<file path="config.mk">
export PLATFORM = sky130hd
export DESIGN_NAME = mbe_front
export DESIGN_NICKNAME = d
export VERILOG_FILES = /design/src/hdl/mbe_pkg.sv /design/src/hdl/mbe_front.sv
export SDC_FILE = /design/constraint.sdc
export NUM_CORES = 2
export LEC_CHECK = 0
export BUFFER_PORTS_ARGS = -buffer_cell sky130_fd_sc_hd__buf_2
export CAP_MARGIN = 25
export CORE_ASPECT_RATIO = 1.2
export CORE_UTILIZATION = 40
export CTS_CLUSTER_DIAMETER = 120
export DETAILED_ROUTE_END_ITERATION = 12
export SYNTH_ARGS = -nofsm -noshare
export SYNTH_HDL_FRONTEND = slang
export SYNTH_SLANG_ARGS = --single-unit
</file>
<file path="constraint.sdc">
create_clock -name clk -period 4.9 [get_ports clk]
set_input_delay 0.49 -clock clk [delete_from_list [all_inputs] [get_ports clk]]
set_output_delay 0.49 -clock clk [all_outputs]
set_load 0.02 [all_outputs]
</file>
<file path="src/hdl/mbe_pkg.sv">
// ----------------------------------------------------------------------------
// mbe_pkg
// Shared types, constants and helpers for the escape-time pixel core.
// ----------------------------------------------------------------------------
package mbe_pkg;

	localparam int MAX_ITER   = 1024;
	localparam int ITER_BITS  = $clog2(MAX_ITER);
	localparam int FRAC_BITS  = 28;
	localparam int WORD_W     = 32;
	localparam int PROD_W     = 2 * WORD_W - FRAC_BITS;
	localparam int WIDE_W     = 48;
	localparam int CNT_W      = 11;
	localparam int INTEN_W    = 8;
	localparam int INTEN_MAX  = 255;
	localparam int ROW_W      = 12;
	localparam int COL_W      = 12;
	localparam int STEP_W     = 31;
	localparam int HEIGHT_W   = 13;
	localparam int CFG_IDX_W  = 3;
	localparam int CFG_DATA_W = 32;
	localparam int FIFO_DEPTH = 2;
	localparam int FIFO_PTR_W = $clog2(FIFO_DEPTH);

	localparam logic signed [WORD_W-1:0] MIN_RE_RST = -32'sd671088640;
	localparam logic signed [WORD_W-1:0] MIN_IM_RST = -32'sd268435456;
	localparam logic [STEP_W-1:0]        STEP_RE_RST = 31'd918401;
	localparam logic [STEP_W-1:0]        STEP_IM_RST = 31'd919300;
	localparam logic [HEIGHT_W-1:0]      HEIGHT_RST  = 13'd585;

	typedef enum logic [CFG_IDX_W-1:0] {
		CFG_MIN_RE       = 3'd0,
		CFG_MIN_IM       = 3'd1,
		CFG_STEP_RE      = 3'd2,
		CFG_STEP_IM      = 3'd3,
		CFG_IMAGE_HEIGHT = 3'd4
	} cfg_idx_t;

	typedef enum logic [1:0] {
		ST_IDLE,
		ST_MUL,
		ST_UPD,
		ST_DONE
	} iter_state_t;

	typedef struct packed {
		logic [ROW_W-1:0] pixel_row;
		logic [COL_W-1:0] pixel_col;
	} pixel_in_t;

	typedef struct packed {
		logic [CNT_W-1:0]   iteration_count;
		logic               escaped;
		logic [INTEN_W-1:0] intensity;
	} pixel_out_t;

	typedef struct packed {
		logic signed [WORD_W-1:0] min_re;
		logic signed [WORD_W-1:0] min_im;
		logic [STEP_W-1:0]        step_re;
		logic [STEP_W-1:0]        step_im;
		logic [HEIGHT_W-1:0]      image_height;
	} cfg_t;

	typedef struct packed {
		logic signed [WORD_W-1:0] c_re;
		logic signed [WORD_W-1:0] c_im;
	} point_t;

	typedef struct packed {
		logic pop;
		logic mul_en;
		logic upd_en;
		logic res_wr;
	} iter_ctrl_t;

	function automatic logic signed [WORD_W-1:0] sat_word(input logic signed [WIDE_W-1:0] v);
		logic signed [WIDE_W-1:0] hi;
		logic signed [WIDE_W-1:0] lo;
		hi = {{(WIDE_W-WORD_W+1){1'b0}}, {(WORD_W-1){1'b1}}};
		lo = {{(WIDE_W-WORD_W+1){1'b1}}, {(WORD_W-1){1'b0}}};
		if (v > hi) begin
			return hi[WORD_W-1:0];
		end else if (v < lo) begin
			return lo[WORD_W-1:0];
		end
		return v[WORD_W-1:0];
	endfunction

endpackage

</file>
<file path="src/hdl/mbe_front.sv">
// ----------------------------------------------------------------------------
// mbe_front
// Maps a pixel to its complex point: one multiply stage, one add and clamp stage.
// ----------------------------------------------------------------------------
module mbe_front (
	input  logic               clk,
	input  logic               arst_n,
	input  mbe_pkg::cfg_t      cfg,
	input  logic               pixel_valid,
	output logic               pixel_ready,
	input  mbe_pkg::pixel_in_t pixel,
	output logic               point_valid,
	input  logic               point_ready,
	output mbe_pkg::point_t    point
);

	localparam int RD_W = mbe_pkg::HEIGHT_W + 1;

	logic                               valid_s1;
	logic                               valid_s2;
	logic                               adv_s1;
	logic                               adv_s2;
	logic [mbe_pkg::COL_W+mbe_pkg::STEP_W-1:0] prod_re_s1;
	logic signed [mbe_pkg::WIDE_W-1:0]  prod_im_s1;
	logic signed [RD_W-1:0]             rdist;
	logic signed [mbe_pkg::WIDE_W-1:0]  rdist_ext;
	logic signed [mbe_pkg::WIDE_W-1:0]  step_im_ext;
	logic signed [mbe_pkg::WIDE_W-1:0]  sum_re;
	logic signed [mbe_pkg::WIDE_W-1:0]  sum_im;
	logic signed [mbe_pkg::WIDE_W-1:0]  prod_re_ext;
	logic signed [mbe_pkg::WIDE_W-1:0]  min_re_ext;
	logic signed [mbe_pkg::WIDE_W-1:0]  min_im_ext;
	mbe_pkg::point_t                    point_s2;

	assign adv_s2      = !valid_s2 || point_ready;
	assign adv_s1      = !valid_s1 || adv_s2;
	assign pixel_ready = adv_s1;

	// row distance from the bottom edge, signed
	assign rdist = $signed({1'b0, cfg.image_height}) - RD_W'(1)
		- $signed({{(RD_W-mbe_pkg::ROW_W){1'b0}}, pixel.pixel_row});
	assign rdist_ext   = mbe_pkg::WIDE_W'(rdist);
	assign step_im_ext = $signed({{(mbe_pkg::WIDE_W-mbe_pkg::STEP_W){1'b0}}, cfg.step_im});

	assign prod_re_ext = $signed({{(mbe_pkg::WIDE_W-mbe_pkg::COL_W-mbe_pkg::STEP_W){1'b0}},
		prod_re_s1});
	assign min_re_ext  = mbe_pkg::WIDE_W'(cfg.min_re);
	assign min_im_ext  = mbe_pkg::WIDE_W'(cfg.min_im);
	assign sum_re      = min_re_ext + prod_re_ext;
	assign sum_im      = min_im_ext + prod_im_s1;

	always_ff @(posedge clk or negedge arst_n) begin
		if (!arst_n) begin
			valid_s1 <= 1'b0;
			valid_s2 <= 1'b0;
		end else begin
			if (adv_s1) begin
				valid_s1 <= pixel_valid;
			end
			if (adv_s2) begin
				valid_s2 <= valid_s1;
			end
		end
	end

	always_ff @(posedge clk) begin
		if (adv_s1 && pixel_valid) begin
			prod_re_s1 <= pixel.pixel_col * cfg.step_re;
			prod_im_s1 <= rdist_ext * step_im_ext;
		end
		if (adv_s2 && valid_s1) begin
			point_s2.c_re <= mbe_pkg::sat_word(sum_re);
			point_s2.c_im <= mbe_pkg::sat_word(sum_im);
		end
	end

	assign point_valid = valid_s2;
	assign point       = point_s2;

endmodule

</file>
==> out/qor.yml <==
global_route:
  grtUsageTotal: 0.212
  grt_overflow_total: 0
  first_global_vias: 30255
  grt_pass1_wl_um: 154000
  grt_max_degree: 53
  grt_antenna_before_repair: 12
clock_network:
  cts-root-buf: "clkbuf_16"
  cts.reportedPaths.clkPinSlew_ps: 60
  clkSinkCount: 155
  clk_latency_ps: 440
  cts_inserted_buffers: 17
  tritoncts: "done"
  clock_path_buffers: 2
  h-tree-depth: 4
logic_synthesis:
  yosys.area.top_type: "fa_1"
  synth_nets: 5026
  avgSynthCellArea_um2: 9.09
  synth_edf_count: 153
  synth-async-reset-ratio: 0.0129
  yosysMostFrequentCell: "inv_1"
  ys_ff_latch: 155
  synth-main-ff-cell: "edfxtp_1"
  synth_top_cells_by_count: "inv_1 (660), fa_1 (639), nand2_1 (625), ha_1 (325), and2_1 (260)"
  synthTopCellsByArea: "fa_1 (36%), edfxtp_1 (13%), ha_1 (11%)"
  syn-cell-area_um2: 35400
  synth_top_area_frac: 0.361
  ys_seq_area_frac: 0.131
  yosysUniqueCellTypes: 68
  yosysWarnings: 0
  syn_inst: 3895
placed_design:
  gp_congestion: 0.889
  dp_hpwl_um: 80000
  dp_slack_ps: -3870
  port_buffers: 232
  dpl-instance-area_um2: 41900
drt:
  wl_um: 94800
  wire_per_inst_um: 16.6
  drt_first_iter_violations: 1246
  dr.pass1.iters: 5
  vias: 28862
  vias_per_cell: 5.04
  antenna_left: 0
  drc: 0
floorplan:
  rows: 119
  start_util: 0.404
  dieWidth_um: 274
  io_pins: 233
  die_y_um: 328
  core_um2: 87700
  die_area_um2: 89700
finish:
  layout.nets: 5687
  multiInputGateArea_um2: 29600
  area_delta_synth_final_pct: 28.0
  layout-drive-gt1-share: 0.269
  seqCellArea_um2: 4640
  design_area_um2: 45300
  fillers: 8029
sta:
  worst_pin_slew_ps: 777
  setup_ws_ps: -3310
  relSlewSlack: 0.482
  max_freq_mhz: 122
  min_period_over_period: 1.68
  rsz0062_at_grt: "yes"
  setup-violations-final: 60
  fin_crit_ps: 8210
  drv_slew: 0
  skew_ps: 14.6
  hold_viol: 0
min_path:
  hp-class: "input pin to flop"
setup_path:
  worstPathArrival_ps: 8400
  endpoint_kind: "flop"
  cp_slowest_cell: "fa_1"
  critPathMaxStageDelay_ps: 540
  cp.required_ps: 5090
  crit_type: "input pin to flop"
  crit_path_max_fanout: 4
  cp-start-kind: "input pin"
  cpMostUsedCell: "fa_1"
run_status:
  status: "complete, but fails checks"
  violations: "setup timing"
job:
  maxCapViolCount: 0
metal layers:
layer | up-vias | track usage | part of all wire
li1 | 13659 | - | -
met1 | 14428 | 0.280 | 0.43
met2 | 659 | 0.374 | 0.50
met3 | 112 | 0.0252 | 0.050
met4 | 4 | 0.0400 | 0.018
met5 | - | 0 | 0.00023
worst paths after layout:
path / start / end / slack (ps) / depth (start not counted)
max in group asynchronous: arst_n / valid_s1 / 4430 / 2
worst max register to register: prod_im_s1[0] / point[16] / 380 / 15
worst max-delay path: pixel[12] / prod_im_s1[42] / -3310 / 39
worst min register to register: valid_s1 / point_valid / 490 / 1
worst min-delay path: pixel_valid / valid_s1 / 270 / 2
min in group asynchronous: arst_n / point_valid / 370 / 2
metrics by stage:
step,setup TNS [ps],cells,utilization,hold slack [ps]
after global routing,-124350,5723,0.516,264
after global placement,-145550,5586,0.478,282
after detailed placement,-149790,5586,0.478,286
final,-110740,5725,0.516,272
after CTS,-107950,5701,0.504,254
after floorplan,-107750,3895,-,194
final cells by class:
cell class / count / share of cell area
diodes: 7 / 0.000387
clock buffers: 21 / 0.0102
clock inverters: 11 / 0.00249
inverters: 660 / 0.0550
multi-input cells: 2906 / 0.653
flip-flops and latches: 155 / 0.103
well taps: 1149 / 0.0317
repair buffers: 816 / 0.144
cells in the final DEF, fill, tap and decap left out, types with 35 or more instances in the layout:
cell type  synthesis  final
buf_2              3    208
fa_1             639    586
buf_4              0    455
o21ai_0           87     57
nand2_1          625    599
a21oi_2            0     35
inv_1            660    615
nor2_1           118    106
and2_1           260    227
edfxtp_1         153    153
a21o_1           124    124
xor2_1            57     53
a21oi_1          183    135
ha_1             325    276
o21ai_1           44     52
buf_6              3    107
xnor2_1          108     90
inv_2              0     43
fa_2               0     53
ha_4               0     46
cells by family (layout without fill, tap and decap cells):
| logic type | Yosys count | count (layout) | synth area share |
|---|---|---|---|
| buffers and inverters | 834 | 1508 | 0.0892 |
| AOI/OAI and AO/OA | 597 | 597 | 0.107 |
| other | 0 | 7 | 0 |
| adders and majority gates | 964 | 964 | 0.476 |
| xor gates and xnor gates | 165 | 165 | 0.0408 |
| and+or+nand+nor | 1180 | 1180 | 0.155 |
| DFF | 155 | 155 | 0.131 |
worst max-delay path, delay by kind of cell:
family          cells  cell delay, ps
buf+inv             8             670
xor+xnor            1             120
simple gates        2             370
fa+ha+maj           8            3400
compound gates     20            3350
flip-flops by register name, summed over array words and instances, names as in the netlist:
register	count
prod_im_s1	46
point	64
prod_re_s1	43
point_valid	1
valid_s1	1
what timing repair did:
action,in CTS,in global routing
endpoints found under the setup margin,65,67
cloned,2,1
gates resized for setup,290,202
endpoints found under the hold margin,2,0
pin swaps,210,160
hold buffers,1,0
buffers inserted,98,46
Power is not shown: default switching activity piles up to over one toggle a cycle in this logic, so the estimate is an artifact.
