<file path="src/hdl/mbe_pkg.sv">
// ----------------------------------------------------------------------------
// mbe_pkg
// Shared types, constants and helpers for the escape-time pixel core.
// ----------------------------------------------------------------------------
package mbe_pkg;

	localparam int MAX_ITER   = 1024;
	localparam int ITER_BITS  = $clog2(MAX_ITER);
	localparam int FRAC_BITS  = 28;
	localparam int WORD_W     = 32;
	localparam int PROD_W     = 2 * WORD_W - FRAC_BITS;
	localparam int WIDE_W     = 48;
	localparam int CNT_W      = 11;
	localparam int INTEN_W    = 8;
	localparam int INTEN_MAX  = 255;
	localparam int ROW_W      = 12;
	localparam int COL_W      = 12;
	localparam int STEP_W     = 31;
	localparam int HEIGHT_W   = 13;
	localparam int CFG_IDX_W  = 3;
	localparam int CFG_DATA_W = 32;
	localparam int FIFO_DEPTH = 2;
	localparam int FIFO_PTR_W = $clog2(FIFO_DEPTH);

	localparam logic signed [WORD_W-1:0] MIN_RE_RST = -32'sd671088640;
	localparam logic signed [WORD_W-1:0] MIN_IM_RST = -32'sd268435456;
	localparam logic [STEP_W-1:0]        STEP_RE_RST = 31'd918401;
	localparam logic [STEP_W-1:0]        STEP_IM_RST = 31'd919300;
	localparam logic [HEIGHT_W-1:0]      HEIGHT_RST  = 13'd585;

	typedef enum logic [CFG_IDX_W-1:0] {
		CFG_MIN_RE       = 3'd0,
		CFG_MIN_IM       = 3'd1,
		CFG_STEP_RE      = 3'd2,
		CFG_STEP_IM      = 3'd3,
		CFG_IMAGE_HEIGHT = 3'd4
	} cfg_idx_t;

	typedef enum logic [1:0] {
		ST_IDLE,
		ST_MUL,
		ST_UPD,
		ST_DONE
	} iter_state_t;

	typedef struct packed {
		logic [ROW_W-1:0] pixel_row;
		logic [COL_W-1:0] pixel_col;
	} pixel_in_t;

	typedef struct packed {
		logic [CNT_W-1:0]   iteration_count;
		logic               escaped;
		logic [INTEN_W-1:0] intensity;
	} pixel_out_t;

	typedef struct packed {
		logic signed [WORD_W-1:0] min_re;
		logic signed [WORD_W-1:0] min_im;
		logic [STEP_W-1:0]        step_re;
		logic [STEP_W-1:0]        step_im;
		logic [HEIGHT_W-1:0]      image_height;
	} cfg_t;

	typedef struct packed {
		logic signed [WORD_W-1:0] c_re;
		logic signed [WORD_W-1:0] c_im;
	} point_t;

	typedef struct packed {
		logic pop;
		logic mul_en;
		logic upd_en;
		logic res_wr;
	} iter_ctrl_t;

	function automatic logic signed [WORD_W-1:0] sat_word(input logic signed [WIDE_W-1:0] v);
		logic signed [WIDE_W-1:0] hi;
		logic signed [WIDE_W-1:0] lo;
		hi = {{(WIDE_W-WORD_W+1){1'b0}}, {(WORD_W-1){1'b1}}};
		lo = {{(WIDE_W-WORD_W+1){1'b1}}, {(WORD_W-1){1'b0}}};
		if (v > hi) begin
			return hi[WORD_W-1:0];
		end else if (v < lo) begin
			return lo[WORD_W-1:0];
		end
		return v[WORD_W-1:0];
	endfunction

endpackage

</file>
<file path="src/hdl/mbe_fifo.sv">
// ----------------------------------------------------------------------------
// mbe_fifo
// Short point queue between the mapping front and the iteration engine.
// ----------------------------------------------------------------------------
module mbe_fifo (
	input  logic            clk,
	input  logic            arst_n,
	input  logic            push_valid,
	output logic            push_ready,
	input  mbe_pkg::point_t push_data,
	output logic            pop_valid,
	input  logic            pop_ready,
	output mbe_pkg::point_t pop_data
);

	mbe_pkg::point_t                   mem [mbe_pkg::FIFO_DEPTH];
	logic [mbe_pkg::FIFO_PTR_W-1:0]    wr_ptr_q;
	logic [mbe_pkg::FIFO_PTR_W-1:0]    rd_ptr_q;
	logic [mbe_pkg::FIFO_PTR_W:0]      fill_q;
	logic                              do_push;
	logic                              do_pop;

	assign push_ready = fill_q != (mbe_pkg::FIFO_PTR_W+1)'(mbe_pkg::FIFO_DEPTH);
	assign pop_valid  = fill_q != '0;
	assign do_push    = push_valid && push_ready;
	assign do_pop     = pop_valid && pop_ready;
	assign pop_data   = mem[rd_ptr_q];

	always_ff @(posedge clk or negedge arst_n) begin
		if (!arst_n) begin
			wr_ptr_q <= '0;
			rd_ptr_q <= '0;
			fill_q   <= '0;
		end else begin
			if (do_push) begin
				wr_ptr_q <= wr_ptr_q + 1'b1;
			end
			if (do_pop) begin
				rd_ptr_q <= rd_ptr_q + 1'b1;
			end
			if (do_push && !do_pop) begin
				fill_q <= fill_q + 1'b1;
			end else if (do_pop && !do_push) begin
				fill_q <= fill_q - 1'b1;
			end
		end
	end

	always_ff @(posedge clk) begin
		if (do_push) begin
			mem[wr_ptr_q] <= push_data;
		end
	end

endmodule

</file>
<file path="config.mk">
export PLATFORM = sky130hd
export DESIGN_NAME = mbe_fifo
export DESIGN_NICKNAME = d
export VERILOG_FILES = /design/src/hdl/mbe_pkg.sv /design/src/hdl/mbe_fifo.sv
export SDC_FILE = /design/constraint.sdc
export NUM_CORES = 1
export LEC_CHECK = 0
export BUFFER_PORTS_ARGS = -buffer_cell sky130_fd_sc_hd__buf_2
export CAP_MARGIN = 10
export CORE_MARGIN = 5
export CORE_UTILIZATION = 25
export DETAILED_ROUTE_END_ITERATION = 8
export GPL_TIMING_DRIVEN = 0
export SETUP_SLACK_MARGIN = 0.4
export SYNTH_ARGS = -nofsm -noshare
export SYNTH_HDL_FRONTEND = slang
export SYNTH_SLANG_ARGS = --single-unit
</file>
<file path="constraint.sdc">
create_clock -name clk -period 4.85 [get_ports clk]
set_input_delay 1.2125 -clock clk [delete_from_list [all_inputs] [get_ports clk]]
set_output_delay 1.2125 -clock clk [all_outputs]
set_load 0.02 [all_outputs]
</file>
==> results of run 1 <==
==> power groups by stage <==
stage | clock network, mW | registers, mW | logic (mW)
finish | 1.28 | 1.63 | 1.49
global route | 1.38 | 1.65 | 1.61
CTS | 1.31 | 1.63 | 1.54
detailed placement | 0 | 1.65 | 1.54
global placement | 0 | 1.67 | 1.48
floorplan | 0 | 1.65 | 1.07
==> layer usage <==
metal  part of all wire [%]  track usage (%)  wire, um  vias to the layer above
met5                      0                0         0                        -
met4                   0.55             2.96        54                        0
met3                    8.1             4.16       786                        6
met2                     48             13.8      4680                       92
met1                     43             10.3      4210                     1262
li1                       -                -         -                     1168
==> layout by cell type, fill, tap and decap left out <==
cell and instances:
and3_4 1, mux2_2 14, nor2_4 1, nor2_1 1, buf_2 134, dfrtp_1 4
inv_1 1, nand2b_1 1, nand2_1 2, clkinv_1 2, clkinv_2 4, mux2_4 50
bufinv_16 3, buf_6 6, buf_12 3, xor2_1 2, or2_1 1, ha_1 1
clkinvlp_4 4, clkbuf_16 17, edfxtp_1 128, clkinv_4 2, xnor2_1 3
==> worst max path at each step <==
stage                   end  slack [ns]  cells after the start
3_5_place_dp   pop_data[31]        2.37                      4
2_1_floorplan     mem[0][0]        1.45                      2
3_3_place_gp     mem[0][48]        0.39                      3
4_1_cts        pop_data[31]        1.93                      4
5_1_grt        pop_data[31]        1.90                      4
6_report       pop_data[31]        2.00                      4
==> cells by family (layout without fill, tap and decap cells) <==
kind of cell | Yosys count | after routing | share of synthesized area [%]
simple gates | 7 | 7 | 0.673
fa+ha+maj | 1 | 1 | 0.249
flops | 132 | 132 | 78.6
mux | 64 | 64 | 18.1
buf+inv | 8 | 176 | 1.52
xor+xnor | 5 | 5 | 0.873
==> area by class of cell <==
type / count / area share, %
flip-flops and latches: 132 / 59.0
clock buffers: 17 / 6.37
well taps: 265 / 4.96
inverters: 1 / 0.0562
multi-input cells: 77 / 15.1
repair buffers: 136 / 10.9
clock inverters: 15 / 2.47
plain buffers: 7 / 1.09
==> critical path, delay by kind of cell, from the launching register on <==
| kind | cells | cell delay (ns) |
|---|---|---|
| muxes | 1 | 0.31 |
| buffers and inverters | 3 | 0.56 |
| DFF | 1 | 0.35 |
==> sequential cells by signal (all words and copies together), names as in the netlist <==
name	cells
wr_ptr_q	1
fill_q	2
mem	128
rd_ptr_q	1
==> out/metrics.yaml, run 1 <==
status: "finished, final reports clean"
cp_max_fo: 10
core_um2: 19600
timing.rr.start: "fill_q[0]"
skew_ns: 0.00716
vias: 2528
grt_pass1_wl_mm: 14.8
clk_latency_ns: 0.41
cts_max_level: 4
syn_area_um2: 5020
initial_core_util_pct: 25.6
pin_count: 134
fp-row-count: 51
rsz0062_at_grt: "no"
cts.sinks: 132
synth.most_common_cell: "edfxtp_1"
critPathSlowestCell: "dfrtp_1"
setup_viol: 0
yosysSeqAreaShare_pct: 78.6
rr_endpoint: "mem[1][16]"
multiInputGateArea_um2: 1010
synth_top_area_cell: "edfxtp_1"
io_buffers: 133
max_freq_ghz: 0.351
cts_buffer_depth: 2
avgSynthCellArea_um2: 23.1
tns_ns: 0
cp_cell_sequence: "buf_6 > buf_6 > mux2_4 > buf_2"
drive_gt1_share_pct: 62.1
clk_pin_slew_ns: 0.06
root_buffer: "clkbuf_16"
dp_hpwl_mm: 6.82
synth-async-reset-ratio_pct: 3.03
fin_util_pct: 34.1
hold_class: "reg2reg"
synth_nets: 286
antenna_found_initial: 0
p_int_mw: 3.02
min-delay-start: "fill_q[1]"
hold_ws_ns: 0.513
seqCellArea_um2: 3940
ys_ff_latch: 132
cts_tree: "built"
p_sw_mw: 1.37
first_pass_iters: 4
pre_cts_ws_ns: 2.37
synth_area_leaders: "edfxtp_1 77%, mux2_4 15%, mux2_2 3.1%"
cts_setup_buffers: 0
grtUsageTotal_pct: 8.67
synth_top_area_share_pct: 76.6
cp.required_ns: 3.64
nFillCells: 1892
synthTopCellsByCount: "128 x edfxtp_1, 50 x mux2_4, 14 x mux2_2, 6 x buf_6, 4 x dfrtp_1"
yosysWarnings: 0
drtAntennaViolNets: 0
drv_cap: 0
antenna_cells: 0
drt_iter0_drc: 58
area_delta_synth_final_pct: 33.1
dp.cells: 618
whs_path_depth: 1
slew_headroom_pct: 67.6
final.min_clock_period_ns: 2.85
grt_overflow: 0
worstHoldEndpoint: "fill_q[1]"
powerDensity_nw_per_um2: 659
fp.dieW_um: 152
crit_path_start: "rd_ptr_q"
p_leak_nw: 2.62
grt_pass1_vias: 2818
crit_type: "reg2out"
cts-buffers-inserted: 17
final_max_slew_viol_count: 0
yosys_most_used_dff: "edfxtp_1"
fin_ws_ns: 2.00
viasPerCell: 3.89
endpoint_kind: "output pin"
nNetsFinal: 441
worst_pin_slew_ns: 0.486
dieArea_um2: 23000
post-route-period-util_pct: 58.8
synth_edf_count: 128
power_frac_clock_pct: 29.0
cp_common_cell: "buf_6"
arrival_ns: 1.64
power_frac_comb_pct: 34.0
power_mw: 4.40
grt_max_degree: 34
yosysUniqueCellTypes: 15
fin_area_um2: 6680
gp_congestion: 0.655
wl_per_cell_um: 15.0
ctsHoldBuffers: 0
postPlaceCellArea_um2: 6090
power_switching_share_pct: 31.3
netlist_instances: 217
irDropWorstVdd_uv: 382
die_h_um: 152
postCtsResizedCells: 0
hold_viol_final: 0
reg2reg_depth: 3
critPathLaunchType: "flip-flop"
cp_slowest_stage_delay_ns: 0.35
stdcell_count: 650
seqPwrFrac_pct: 37.0
wirelength_mm: 9.73
drc: 0
reg2reg_slack_ns: 3.12
Power figures use the tool's default switching activity.
==> run 2: changes to the inputs <==
Settings changed: ABC_AREA set to 1.
Clock period 4.85 ns to 2.5 ns, I/O delays scaled along.
==> run 2 against run 1 <==
  * Die area fell by 2.7%
  * Hold slack got worse by 0.11 ns
  * Cell area up 3.7%
  * Final cell count up 23%
  * Utilization rose by 1.7 points
  * Highest routed layer is now met5
  * Power is 110% higher
==> out/metrics.yaml, run 2 <==
status: "finished, final reports clean"
cp_max_fo: 10  # unchanged
drt_iter0_drc: 81  # +40%
powerDensity_nw_per_um2: 1340  # +100%
cts_buffer_depth: 2  # unchanged
fp-row-count: 51  # unchanged
root_buffer: "clkbuf_16"
skew_ns: 0.00795  # +0.000791 ns
grt.met3_usage_pct: 4.66  # +0.50 points
drtAntennaViolNets: 0  # unchanged
viasPerCell: 3.80  # -2.3%
clk_latency_ns: 0.41  # about the same
final_common_cell: "nand2_1"
slew_headroom_pct: 72.0  # +4.4 points
crit_buf_inv: 4  # +1
final_max_slew_viol_count: 0  # unchanged
synth_area_leaders: "edfxtp_1 79%, nand2_1 16%, dfrtp_1 2.1%"
synth_nets: 432  # +51%
synth_top_area_cell: "edfxtp_1"
dieArea_um2: 22400  # -2.7%
synth_top_area_share_pct: 78.9  # +2.3 points
dp_hpwl_mm: 7.37  # +8.0%
crit_type: "reg2out"
antenna_found_initial: 2  # +2
nNetsFinal: 593  # +34%
arrival_ns: 1.48  # -0.16 ns
fin_ws_ns: 0.393  # -1.61 ns
synth-async-reset-ratio_pct: 3.03  # unchanged
reg.largest.list: "mem x128, fill_q x2"
pre_cts_ws_ns: 0.428  # -1.94 ns
drive_gt1_share_pct: 35.6  # -27 points
post-route-period-util_pct: 84.3
yosys_most_used_dff: "edfxtp_1"
core_um2: 19300  # -1.3%
drv_cap: 0  # unchanged
top_register: "mem"
clk_pin_slew_ns: 0.06  # about the same
fin_util_pct: 35.8  # +1.7 points
cts-buffers-inserted: 17  # unchanged
cp.required_ns: 1.88  # -1.76 ns
worst_pin_slew_ns: 0.419  # -0.0675 ns
vias: 3048  # +21%
yosysUniqueCellTypes: 13  # -2
synth_edf_count: 128  # unchanged
synthTopCellsByCount: "202 x nand2_1, 128 x edfxtp_1, 8 x buf_4, 6 x buf_2, 6 x inv_1"
grt_overflow: 0  # unchanged
cts_max_level: 4  # unchanged
critPathLaunchType: "flip-flop"
layout_common_cells: "198 x nand2_1, 128 x edfxtp_1, 82 x buf_2"
endpoint_kind: "output pin"
cp_cell_sequence: "inv_2 > buf_12 > buf_12 > nand2_1 > nand2_1 > buf_4"
yosysSeqAreaShare_pct: 80.9  # +2.4 points
irDropWorstVdd_uv: 479  # +25%
hold_viol_final: 0  # unchanged
hold_class: "in2reg"
syn_area_um2: 4870  # -2.9%
rsz0062_at_grt: "yes"
top_usage_layer: "met2"
grt_use_met1_pct: 12.0  # +1.7 points
grt_max_degree: 30  # -12%
pin_count: 134  # unchanged
setup_viol: 0  # unchanged
netlist_instances: 363  # +67%
yosysWarnings: 0  # unchanged
gp_congestion: 0.717  # +9.5%
grtUsageTotal_pct: 10.2  # +1.5 points
wl_per_cell_um: 13.6  # -9.4%
final.min_clock_period_ns: 2.11
largest_register_ff_count: 128  # unchanged
ys_ff_latch: 132  # unchanged
antenna_cells: 0  # unchanged
cts_tree: "built"
cp_slowest_stage_delay_ns: 0.41  # +0.06 ns
cts.sinks: 132  # unchanged
grt_pass1_wl_mm: 16.5  # +12%
crit_family: "buffers and inverters"
fp.dieW_um: 150  # -1.4%
drc: 0  # unchanged
wirelength_mm: 10.9  # +12%
met2_usage_pct: 16.4  # +2.6 points
io_buffers: 133  # unchanged
grt_pass1_vias: 3030  # +7.5%
area_delta_synth_final_pct: 42.1
avgSynthCellArea_um2: 13.4  # -42%
die_h_um: 150  # -1.4%
synth.most_common_cell: "nand2_1"
initial_core_util_pct: 25.2  # -0.42 points
max_freq_ghz: 0.475
critPathSlowestCell: "dfrtp_1"
p_leak_nw: 2.93  # +12%
first_pass_iters: 4  # unchanged
## run 2: cell types whose count changed in the layout (fill, tap and decap cells not counted), moves of 14 or more
cell,change
nand2_1,+196
buf_2,-52
buf_4,+50
mux2_2,-14
mux2_4,-50
## run 2: final timing paths
path,start,to,slack (ns),cells after the start
max reg2reg,fill_q[0],mem[0][34],0.68,6
min in group asynchronous,arst_n,rd_ptr_q,0.56,2
min reg2reg,fill_q[0],fill_q[0],0.49,1
max,rd_ptr_q,pop_data[41],0.39,6
max in group asynchronous,arst_n,fill_q[0],1.81,2
min,push_data[13],mem[1][13],0.40,1
## run 2: report_power, final
| part | internal, mW | switching, mW |
|---|---|---|
| clock | 1.65 | 0.904 |
| combinational | 1.41 | 2.16 |
| sequential | 3.02 | 0.119 |
## run 2: worst register-to-register path, delay by kind of cell, from the launching register on
kind	cells	cell delay, ns
and+or+nand+nor	3	0.54
DFF	1	0.37
buffers and inverters	3	0.60
## run 2: kinds of logic after synthesis
| kind of cell | Yosys count | synth area share, % |
|---|---|---|
| buffers and inverters | 21 | 2.39 |
| adders and majority gates | 1 | 0.257 |
| xor gates and xnor gates | 2 | 0.360 |
| DFF | 132 | 80.9 |
| and+or+nand+nor | 207 | 16.1 |
## run 2: layout make-up
cell class                 instances  area (um2)
clock buffer                      17         425
timing repair buffer             142         968
inverter                           7        26.3
sequential                       132        3940
buffer                            14         196
tap                              265         332
clock inverter                    15         189
multi-input combinational        210         842
fill                            1868       12400
## run 2: layer usage
metal	vias up	wire length (um)	share of wire, %
li1	1549	-	-
met1	1385	4690	43
met2	97	5160	47
met3	13	848	7.8
met4	4	155	1.4
met5	-	21	0.19
## run 2: what timing repair did
| item | in CTS | in global routing |
|---|---|---|
| endpoints found under the hold margin | 4 | 0 |
| pin swaps | 0 | 0 |
| buffers inserted | 3 | 0 |
| setup endpoints to repair | 51 | 63 |
| hold buffers | 1 | 0 |
| resized for setup | 69 | 20 |
## run 2: metrics by stage
stage	hold WS (ns)	TNS [ns]	instance area (um2)	std cells	power (mW)
finish	0.401	0	6920	802	9.27
global route	0.374	0	6920	802	9.86
CTS	0.370	0	6860	802	9.34
detailed placement	0.438	0	6010	766	6.28
global placement	0.441	-42.67	5890	761	6.14
floorplan	0.329	0	4900	363	5.04
